File: src/design/slcb_pkg.sv
// slcb_pkg: shared constants and types for the sign LSH code and bucket unit.
// No dependencies; used by sign_lsh_code_and_bucket_unit.
package slcb_pkg;

  localparam int unsigned MAX_CODE_BYTES  = 64;
  localparam int unsigned MAX_BUCKET_LOG2 = 16;

  localparam logic [2:0] BYTE_LANE_MASK = 3'h7;

  localparam int unsigned IN_W     = 32;
  localparam int unsigned OUT_W    = 32;
  localparam int unsigned CFG_W    = 10;
  localparam int unsigned CFG_IDX_W = 2;

  // register reset values
  localparam logic [6:0] CODE_BYTES_RST   = 7'd1;
  localparam logic [4:0] BUCKET_LOG2_RST  = 5'd0;
  localparam logic [9:0] SEGMENT_LEN_RST  = 10'd8;

  typedef enum logic [CFG_IDX_W-1:0] {
    REG_CODE_BYTES  = 2'd0,
    REG_BUCKET_LOG2 = 2'd1,
    REG_SEGMENT_LEN = 2'd2
  } reg_idx_t;

  typedef struct packed {
    logic [15:0] bucket_id;
    logic [5:0]  byte_index;
    logic [7:0]  code_byte;
  } out_beat_t;

endpackage

File: src/design/sign_lsh_code_and_bucket_unit.sv
// sign_lsh_code_and_bucket_unit: builds sign-projection code bytes and a sampled bucket word.
// Depends on slcb_pkg.
//
// Usage:
//   in_*  : one projected value (signed Q16.16) per beat; only value > 0 matters.
//           8*code_bytes beats make one vector.
//   out_* : one beat per eight input beats carrying code_byte, byte_index and,
//           on the final byte of a vector (out_tlast high), the bucket id.
//   cfg_* : register writes (index, data); always ready. A write to a defined register restarts
//           the vector in progress. The user must write only while the unit is idle (not enforced).
// Result: a result beat is registered from the eighth value of a byte and appears in
//   the cycle after that value is taken. Throughput: one input beat per cycle while
//   no result beat is held and no cfg write is pending; the per-value update is a
//   single compare-and-count pass between the state registers and the output register.
// Reset: registers return to code_bytes=1, bucket_count_log2=0,
//   segment_length=8; the vector state restarts.
// Stall: a held result beat blocks new input only while out_tready is low.
module sign_lsh_code_and_bucket_unit (
  input  logic                             clk,
  input  logic                             rst_n,
  input  logic                             in_tvalid,
  output logic                             in_tready,
  input  logic [slcb_pkg::IN_W-1:0]        in_tdata,   // [31:0] proj_value
  output logic                             out_tvalid,
  input  logic                             out_tready,
  output logic [slcb_pkg::OUT_W-1:0]       out_tdata,  // [7:0] code_byte, [13:8] byte_index,
                                                       // [29:14] bucket_id, [31:30] zero
  output logic                             out_tlast,
  input  logic                             cfg_valid,
  output logic                             cfg_ready,
  input  logic [slcb_pkg::CFG_IDX_W-1:0]   cfg_index,
  input  logic [slcb_pkg::CFG_W-1:0]       cfg_data
);

  // config registers
  logic [6:0]  code_bytes_r;
  logic [4:0]  bucket_log2_r;
  logic [9:0]  segment_len_r;

  // vector state
  logic [8:0]  bit_pos_r;
  logic [7:0]  partial_r;
  logic [9:0]  ones_r;
  logic [10:0] next_ckpt_r;
  logic [9:0]  watermark_r;
  logic [4:0]  sample_pos_r;
  logic [16:0] bucket_acc_r;

  // output register
  logic                  out_valid_r;
  slcb_pkg::out_beat_t   out_beat_r;
  logic                  out_last_r;

  // effective config
  logic [6:0]  bytes_eff;
  logic [4:0]  log2_eff;
  logic [9:0]  seg_eff;
  logic [9:0]  bit_max;
  logic [4:0]  bmax;

  // current-step state after restart
  logic        restart;
  logic [8:0]  bp_c;
  logic [7:0]  pb_c;
  logic [9:0]  oc_c;
  logic [10:0] ncp_c;
  logic [9:0]  wm_c;
  logic [4:0]  sbp_c;
  logic [16:0] acc_c;

  logic        bit_in;
  logic [2:0]  lane;
  logic        emit;
  logic        last;
  logic        hit;
  logic        sampled;
  logic [9:0]  remain;
  logic [16:0] bucket_mask;

  logic [7:0]  pb_nxt;
  logic [9:0]  oc_nxt;
  logic [10:0] ncp_nxt;
  logic [9:0]  wm_nxt;
  logic [4:0]  sbp_nxt;
  logic [16:0] acc_nxt;
  logic [8:0]  bp_nxt;
  logic [15:0] bucket_nxt;

  logic        in_acc;
  logic        cfg_wr;

  assign cfg_ready = 1'b1;
  assign cfg_wr    = cfg_valid;
  assign in_tready = (!out_valid_r || out_tready) && !cfg_valid;
  assign in_acc    = in_tvalid && in_tready;

  always_comb begin
    if (code_bytes_r == 7'd0) begin
      bytes_eff = 7'd1;
    end else if (code_bytes_r > 7'(slcb_pkg::MAX_CODE_BYTES)) begin
      bytes_eff = 7'(slcb_pkg::MAX_CODE_BYTES);
    end else begin
      bytes_eff = code_bytes_r;
    end
    log2_eff = (bucket_log2_r > 5'(slcb_pkg::MAX_BUCKET_LOG2)) ?
               5'(slcb_pkg::MAX_BUCKET_LOG2) : bucket_log2_r;
    seg_eff  = (segment_len_r == 10'd0) ? 10'd1 : segment_len_r;
    bit_max  = {bytes_eff, 3'b000};
    bmax     = (log2_eff != 5'd0) ? log2_eff + 5'd1 : 5'd1;
  end

  always_comb begin
    restart = (bit_pos_r == 9'd0) || ({1'b0, bit_pos_r} >= bit_max);
    if (restart) begin
      bp_c  = 9'd0;
      pb_c  = 8'd0;
      oc_c  = 10'd0;
      ncp_c = {1'b0, seg_eff};
      wm_c  = {1'b0, seg_eff[9:1]};
      sbp_c = 5'd0;
      acc_c = 17'd0;
    end else begin
      bp_c  = bit_pos_r;
      pb_c  = partial_r;
      oc_c  = ones_r;
      ncp_c = next_ckpt_r;
      wm_c  = watermark_r;
      sbp_c = sample_pos_r;
      acc_c = bucket_acc_r;
    end

    bit_in = !in_tdata[slcb_pkg::IN_W-1] && (in_tdata != '0);
    lane   = bp_c[2:0];
    pb_nxt = pb_c | (8'(bit_in) << lane);
    oc_nxt = oc_c + 10'(bit_in);
    hit    = ({2'b00, bp_c} == ncp_c);

    sampled = (oc_nxt > wm_c);
    remain  = bit_max - ncp_c[9:0];
    ncp_nxt = ncp_c;
    wm_nxt  = wm_c;
    sbp_nxt = sbp_c;
    acc_nxt = acc_c;
    if (hit) begin
      oc_nxt = 10'd0;
      if (({1'b0, sbp_c} + 6'd2) == {1'b0, bmax}) begin
        wm_nxt  = {1'b0, remain[9:1]};
        ncp_nxt = {1'b0, bit_max - 10'd1};
      end else begin
        ncp_nxt = ncp_c + {1'b0, seg_eff};
      end
      if (sbp_c < bmax) begin
        acc_nxt = acc_c | (17'(sampled) << sbp_c);
        sbp_nxt = sbp_c + 5'd1;
      end
    end

    emit        = (lane == slcb_pkg::BYTE_LANE_MASK);
    last        = ({1'b0, bp_c} == (bit_max - 10'd1));
    bucket_mask = (17'd1 << log2_eff) - 17'd1;
    bucket_nxt  = (last && (log2_eff != 5'd0)) ? acc_nxt[15:0] & bucket_mask[15:0] : 16'd0;
    bp_nxt      = (emit && last) ? 9'd0 : bp_c + 9'd1;
  end

  always_ff @(posedge clk) begin
    if (!rst_n) begin
      code_bytes_r  <= slcb_pkg::CODE_BYTES_RST;
      bucket_log2_r <= slcb_pkg::BUCKET_LOG2_RST;
      segment_len_r <= slcb_pkg::SEGMENT_LEN_RST;
      bit_pos_r     <= 9'd0;
      out_valid_r   <= 1'b0;
    end else begin
      if (cfg_wr) begin
        case (slcb_pkg::reg_idx_t'(cfg_index))
          slcb_pkg::REG_CODE_BYTES: begin
            code_bytes_r <= cfg_data[6:0];
            bit_pos_r    <= 9'd0;
          end
          slcb_pkg::REG_BUCKET_LOG2: begin
            bucket_log2_r <= cfg_data[4:0];
            bit_pos_r     <= 9'd0;
          end
          slcb_pkg::REG_SEGMENT_LEN: begin
            segment_len_r <= cfg_data;
            bit_pos_r     <= 9'd0;
          end
          default: begin
          end
        endcase
      end else if (in_acc) begin
        bit_pos_r <= bp_nxt;
      end
      if (in_acc) begin
        out_valid_r <= emit;
      end else if (out_tready) begin
        out_valid_r <= 1'b0;
      end
    end
  end

  // datapath, no reset
  always_ff @(posedge clk) begin
    if (in_acc) begin
      partial_r    <= emit ? 8'd0 : pb_nxt;
      ones_r       <= oc_nxt;
      next_ckpt_r  <= ncp_nxt;
      watermark_r  <= wm_nxt;
      sample_pos_r <= sbp_nxt;
      bucket_acc_r <= acc_nxt;
      if (emit) begin
        out_beat_r.code_byte  <= pb_nxt;
        out_beat_r.byte_index <= bp_c[8:3];
        out_beat_r.bucket_id  <= bucket_nxt;
        out_last_r            <= last;
      end
    end
  end

  assign out_tvalid = out_valid_r;
  assign out_tdata  = {2'b00, out_beat_r};
  assign out_tlast  = out_last_r;

  a_bucket_only_last: assert property (@(posedge clk) disable iff (!rst_n)
    out_valid_r && !out_last_r |-> out_beat_r.bucket_id == 16'd0)
    else $error("bucket id on non-final byte");

  a_sample_pos_bound: assert property (@(posedge clk) disable iff (!rst_n)
    in_acc |-> sbp_nxt <= 5'(slcb_pkg::MAX_BUCKET_LOG2 + 1))
    else $error("sampled bit position overflow");

  a_emit_on_lane7: assert property (@(posedge clk) disable iff (!rst_n)
    in_acc && emit |=> out_valid_r)
    else $error("completed byte not presented");

  a_no_emit_mid_byte: assert property (@(posedge clk) disable iff (!rst_n)
    in_acc && !emit |=> !out_valid_r)
    else $error("result beat from partial byte");

endmodule

File: config.mk
export PLATFORM = sky130hd
export DESIGN_NAME = sign_lsh_code_and_bucket_unit
export DESIGN_NICKNAME = d
export VERILOG_FILES = /design/src/design/slcb_pkg.sv /design/src/design/sign_lsh_code_and_bucket_unit.sv
export SDC_FILE = /design/constraint.sdc
export NUM_CORES = 1
export LEC_CHECK = 0
export BUFFER_PORTS_ARGS = -buffer_cell sky130_fd_sc_hd__buf_4
export CAP_MARGIN = 20
export CORE_MARGIN = 2
export CORE_UTILIZATION = 28
export CTS_CLUSTER_SIZE = 40
export DETAILED_ROUTE_END_ITERATION = 16
export GPL_TIMING_DRIVEN = 0
export HOLD_SLACK_MARGIN = 0.03
export SYNTH_ARGS = -nofsm -noshare
export SYNTH_HDL_FRONTEND = slang
export SYNTH_SLANG_ARGS = --single-unit
File: constraint.sdc
create_clock -name clk -period 6.76 [get_ports clk]
set_input_delay 0.676 -clock clk [delete_from_list [all_inputs] [get_ports clk]]
set_output_delay 0.676 -clock clk [all_outputs]
set_load 0.005 [all_outputs]
* Word level (Yosys, flattened, before mapping)
Cells that the tools add are included.
Word-level totals: register bits 124, output and inout bits 36, word-level logic and storage cells 92
Cells by class: $add $sub $neg 9, $lt $le $gt $ge 5, equality and inequality tests 7, shifts and indexed selects 3, multiplexer cells 26, bitwise gates (word level) 3, reductions and logical operators 24
Operator list (number):
- $mux W17 | 3
- $mux W10 | 5
- $mux W9 | 5
- $mux W11 | 3
- $reduce_bool A32 Y1 | 1
- $mux W5 | 5
- $or A17 B17 Y17 | 1
- $shl A1 B5 Y17 | 1
- $and A16 B16 Y16 | 1
- $shl A1 B5 Y16 const A | 1
- $sub A16 B1 Y16 const B | 1
- $mux W7 | 2
- $add A11 B10 Y11 | 1
- $eq A9 B11 Y1 | 1
- $add A10 B1 Y10 | 1
- $add A5 B1 Y5 const B | 2
- $eq A9 B10 Y1 | 1
- $ge A9 B10 Y1 | 1
- $gt A10 B10 Y1 | 1
- $logic_not A10 Y1 | 1
- $reduce_and A2 Y1 | 5
- $sub A10 B1 Y10 const B | 1
- $sub A10 B10 Y10 | 1
- $add A9 B1 Y9 const B | 1
- other kinds (22) | 31

* Logic depth before layout (Yosys ltp)
depth in word-level cells 13, gate-level depth with buffers 23, mapped depth without buffers 21

* Least setup slack after synthesis
OpenSTA, ideal clock, no wires.
path type input to register, start point input port out_tready, end point register out_beat_r (netlist bit out_tdata[0]), enable pin, setup time 0.392 ns, arrival 6.717 ns, data required time 6.368 ns, slack -0.349 ns, cell stages on the path 3, path buffers 0, cell sequence nor2b_1 > nor3b_1 > and2_1
On the way: longest elaborated chain between the ends 4
RTL lines:
- start, declared | line sign_lsh_code_and_bucket_unit.sv:25 | input logic out_tready,
- $logic_or A1 B1 Y1 | line sign_lsh_code_and_bucket_unit.sv:94 | assign in_tready = (!out_valid_r || out_tready) && !cfg_valid;
- $logic_and A1 B1 Y1 | line sign_lsh_code_and_bucket_unit.sv:94
- $logic_and A1 B1 Y1 | line sign_lsh_code_and_bucket_unit.sv:95 | assign in_acc = in_tvalid && in_tready;
- net in_acc | line sign_lsh_code_and_bucket_unit.sv:89 | logic in_acc;
- $reduce_and A2 Y1 (no source line)
- end, declared | line sign_lsh_code_and_bucket_unit.sv:51 | slcb_pkg::out_beat_t out_beat_r;
The timed path passes the listed nets, and every way through them passes these cells. A chain may end at the register's enable or synchronous reset.

* Worst setup path after layout
start point register code_bytes_r[2], end point register out_beat_r (netlist bit out_tdata[29]), data pin
On the way: longest elaborated chain between the ends 13, elaborated cells between the ends (all ways) 24, classes of those cells add/sub: 2; order compare: 4; eq/ne: 2; shift: 1; mux: 10; bitwise: 2; reduce/logical: 3
RTL lines:
- start, declared | line sign_lsh_code_and_bucket_unit.sv:36 | logic [6:0] code_bytes_r;
- start signal, assigned | line sign_lsh_code_and_bucket_unit.sv:167 | code_bytes_r <= slcb_pkg::CODE_BYTES_RST;
- start signal, assigned | line sign_lsh_code_and_bucket_unit.sv:176 | code_bytes_r <= cfg_data[6:0];
- $gt A7 B7 Y1 | line sign_lsh_code_and_bucket_unit.sv:100 | end else if (code_bytes_r > 7'(slcb_pkg::MAX_CODE_BYTES)) begin
- $mux W7 | line sign_lsh_code_and_bucket_unit.sv:100
- $mux W7 * | line sign_lsh_code_and_bucket_unit.sv:98 | if (code_bytes_r == 7'd0) begin
- $ge A9 B10 Y1 | line sign_lsh_code_and_bucket_unit.sv:113 | restart = (bit_pos_r == 9'd0) || ({1'b0, bit_pos_r} >= bit_max);
- $logic_or A1 B1 Y1 | line sign_lsh_code_and_bucket_unit.sv:113
- $mux W10 | line sign_lsh_code_and_bucket_unit.sv:114 | if (restart) begin
- $add A10 B1 Y10 | line sign_lsh_code_and_bucket_unit.sv:135 | oc_nxt = oc_c + 10'(bit_in);
- $gt A10 B10 Y1 | line sign_lsh_code_and_bucket_unit.sv:138 | sampled = (oc_nxt > wm_c);
- $shl A1 B5 Y17 | line sign_lsh_code_and_bucket_unit.sv:153 | acc_nxt = acc_c | (17'(sampled) << sbp_c);
- $or A17 B17 Y17 | line sign_lsh_code_and_bucket_unit.sv:153
- $mux W17 | line sign_lsh_code_and_bucket_unit.sv:152 | if (sbp_c < bmax) begin
- $mux W17 | line sign_lsh_code_and_bucket_unit.sv:144 | if (hit) begin
- $and A16 B16 Y16 | line sign_lsh_code_and_bucket_unit.sv:161 | bucket_nxt = (last && (log2_eff != 5'd0)) ? acc_nxt[15:0] & bucket_mask[15:0] : 16'd0;
Every way passes the cells marked *; elsewhere a longest branch is shown, timed or not.

==> impl_metrics.ini <==
[status]
outcome = finished, final reports clean

[sta]
drv_slew = 0
hold_viol = 0
skew_ns = 0.00695
grt_setup_unrepaired = no
worst_pin_slew_ns = 0.851
hold_slack_ns = 0.501
fin_crit_ns = 6.50
setup_viol_count_final = 0
max_clock_freq_ghz = 0.154
max_slew_margin = 0.429
min_period_over_period = 0.961

[placed_design]
globalplace.congestion = 0.909
dp.cells = 1344
hpwl_um = 18600
numPortBuffers = 81

[worst_setup_path]
max_stage_delay_ns = 0.68
required_ns = 6.99
cp-startpoint = code_bytes_r[2]$_SDFFE_PN0P_
crit_arrival_ns = 6.73
slowest_stage = nor4_1
start_kind = register
cp_cell_sequence = nor3_1, a21oi_1, nor2_1, ha_1, nor4b_2, o311ai_4, nand2_1, buf_2, nor2_2, buf_2, buf_2, nand2_1, ha_1, nand4_1, nor2_1, a21oi_1, o211a_1, nor4_1, a31oi_1, nor4_1
reg2reg_from = code_bytes_r[2]$_SDFFE_PN0P_
crit_type = reg2reg
cpMostUsedCell = buf_2
critPathCaptureType = register
crit_fanout = 10

[logic_synthesis]
seq_area_frac_synth = 0.400
ys_warn_count = 0
yosysTopAreaCellShare = 0.324
synth-main-ff-cell = edfxtp_1
synth.area.top_cells = edfxtp_1 (32%), ha_1 (7.7%), dfxtp_1 (7.6%)
yosys.area.top_type = edfxtp_1
synth.ff_latch_count = 123
synth_edf_count = 91
avgSynthCellArea_um2 = 9.72
syn-cell-area_um2 = 8440
syn-instance-count = 868
async_flop_share = 0
synth_cell_types = 86

[power_and_ir_drop]
p_per_area_nw_per_um2 = 209
seqPwrFrac = 0.397
combPwrFrac = 0.156
p_clk_frac = 0.448
cellLeakagePower_nw = 4.04
intPower_mw = 1.58
swShare = 0.260
peakVddDrop_mv = 0.161
power.switching_mw = 0.557
total_power_mw = 2.14

[grt]
grt_start_max_net_pins = 33
grt.total_usage = 0.158
grt_pass1_vias = 6855
grt_overflow_total = 0
grt_pass1_wl_um = 38300
antenna_found_initial = 0

[floorplan]
pin_count = 85
initial_core_util = 0.285
die_w_um = 178
rows = 63
core_um2 = 29600
dieHeight_um = 178
die_area_um2 = 31600

[job]
drv_cap = 0

[finish]
fin_util = 0.346
antennaDiodeCount = 0
drive_gt1_frac = 0.171
filler_cell_count = 3031
ff_latch_area_um2 = 3370
area_growth_pct = 21.5
layout_commonest_cell = edfxtp_1
nets = 1076
multi_input_area_um2 = 4670
final_cell_mix = edfxtp_1 (91), buf_4 (87), nor2_1 (68)
instances_no_fill = 1377

[clocking]
clk_pin_slew_worst_paths_ns = 0.06
hold_buffers = 0
cts-root-buf = clkbuf_16
cts_tree = built
clock_latency_ns = 0.43
ctsResizeCount = 0
post-cts-setup-buffers = 0
cts_sinks = 123
cts_buffers = 17
cts_buffer_depth = 2
cts_max_level = 4

[route]
vias = 7125
routed_wl_um = 24400
drtIter0Drc = 534
post_drt_wl_per_cell_um = 17.7
dr.pass1.iters = 5
drcViolationCount = 0
viasPerCell = 5.17
postRouteAntennaNets = 0

[worst_hold_path]
worstHoldStart = cfg_data[8]
worstHoldPathType = in2reg
synth_stat cells (17+ instances only):
cell and n:
edfxtp_1 91, nor2_1 68, ha_1 52, nand2_1 52, inv_1 44, mux2i_1 40
dfxtp_1 32, nor3_1 32, clkbuf_1 31, nor2b_1 30, nand3_1 29, a21oi_1 27
xnor2_1 24, xor2_1 22, nor4_1 21, and2_1 20, a31oi_1 18, o21ai_0 17
cells by family (layout without fill, tap and decap cells):
logic type	count (synthesis)	count (layout)	share of synthesized area
AO/OA/AOI/OAI	165	165	0.148
XOR/XNOR	47	47	0.0504
adder cells (fa/ha/maj)	53	53	0.0795
buffers and inverters	99	217	0.0492
flip-flops	123	123	0.400
multiplexers	46	46	0.0554
other	2	3	0.000890
AND/OR/NAND/NOR	333	333	0.217
registers in the layout, indices dropped and copies added, names as in the netlist:
name           cells
bit_pos_r          9
bucket_acc_r      16
bucket_log2_r      5
code_bytes_r       7
next_ckpt_r       11
ones_r            10
out_tdata         30
out_tlast          1
out_tvalid         1
partial_r          8
sample_pos_r       5
segment_len_r     10
watermark_r       10
critical path, delay by kind of cell (launching register included):
kind / cells / cell delay [ns]
AOI/OAI and AO/OA: 5 / 1.04
buffers and inverters: 3 / 1.09
and+or+nand+nor: 10 / 3.07
adders and majority gates: 2 / 0.67
DFF: 1 / 0.39
final timing paths:
| check | endpoint | depth (start not counted) | slack (ns) |
|---|---|---|---|
| max reg2reg | out_tdata[29]$_SDFFCE_PN0P_ | 20 | 0.26 |
| max | out_tdata[29]$_SDFFCE_PN0P_ | 20 | 0.26 |
| min reg2reg | bucket_acc_r[2]$_DFFE_PP_ | 2 | 0.54 |
| min | segment_len_r[8]$_SDFFE_PN0P_ | 3 | 0.50 |
through the flow:
step | setup WS (ns) | area (um2) | setup TNS [ns]
after global placement | -0.275 | 9550 | -1.11
after detailed placement | 0.412 | 9640 | 0
after global routing | 0.00142 | 10300 | 0
final | 0.265 | 10300 | 0
after CTS | 0.349 | 10200 | 0
after floorplan | 2.02 | 8450 | 0
final cells by class:
cell class | count | share of cell area
multi-input cells | 647 | 0.455
flip-flops and latches | 123 | 0.329
repair buffers | 86 | 0.0688
well taps | 390 | 0.0476
clock buffers | 19 | 0.0422
plain buffers | 54 | 0.0240
clock inverters | 13 | 0.0170
inverters | 45 | 0.0165
metal layers:
| metal | up-vias | global-route usage | part of all wire |
|---|---|---|---|
| met5 | - | 0 | 0 |
| met4 | 0 | 0.0557 | 0.022 |
| met3 | 27 | 0.0306 | 0.062 |
| met2 | 275 | 0.256 | 0.47 |
| met1 | 3386 | 0.210 | 0.45 |
| li1 | 3437 | - | - |
power by group through the flow:
| stage | registers, mW | logic (mW) | clock network (mW) |
|---|---|---|---|
| 2_1_floorplan | 0.859 | 0.225 | 0 |
| 3_3_place_gp | 0.865 | 0.315 | 0 |
| 3_5_place_dp | 0.864 | 0.326 | 0 |
| 4_1_cts | 0.848 | 0.329 | 0.974 |
| 5_1_grt | 0.851 | 0.364 | 1.00 |
| 6_report | 0.849 | 0.333 | 0.958 |
No activity file was read; power rests on OpenSTA's default activity.
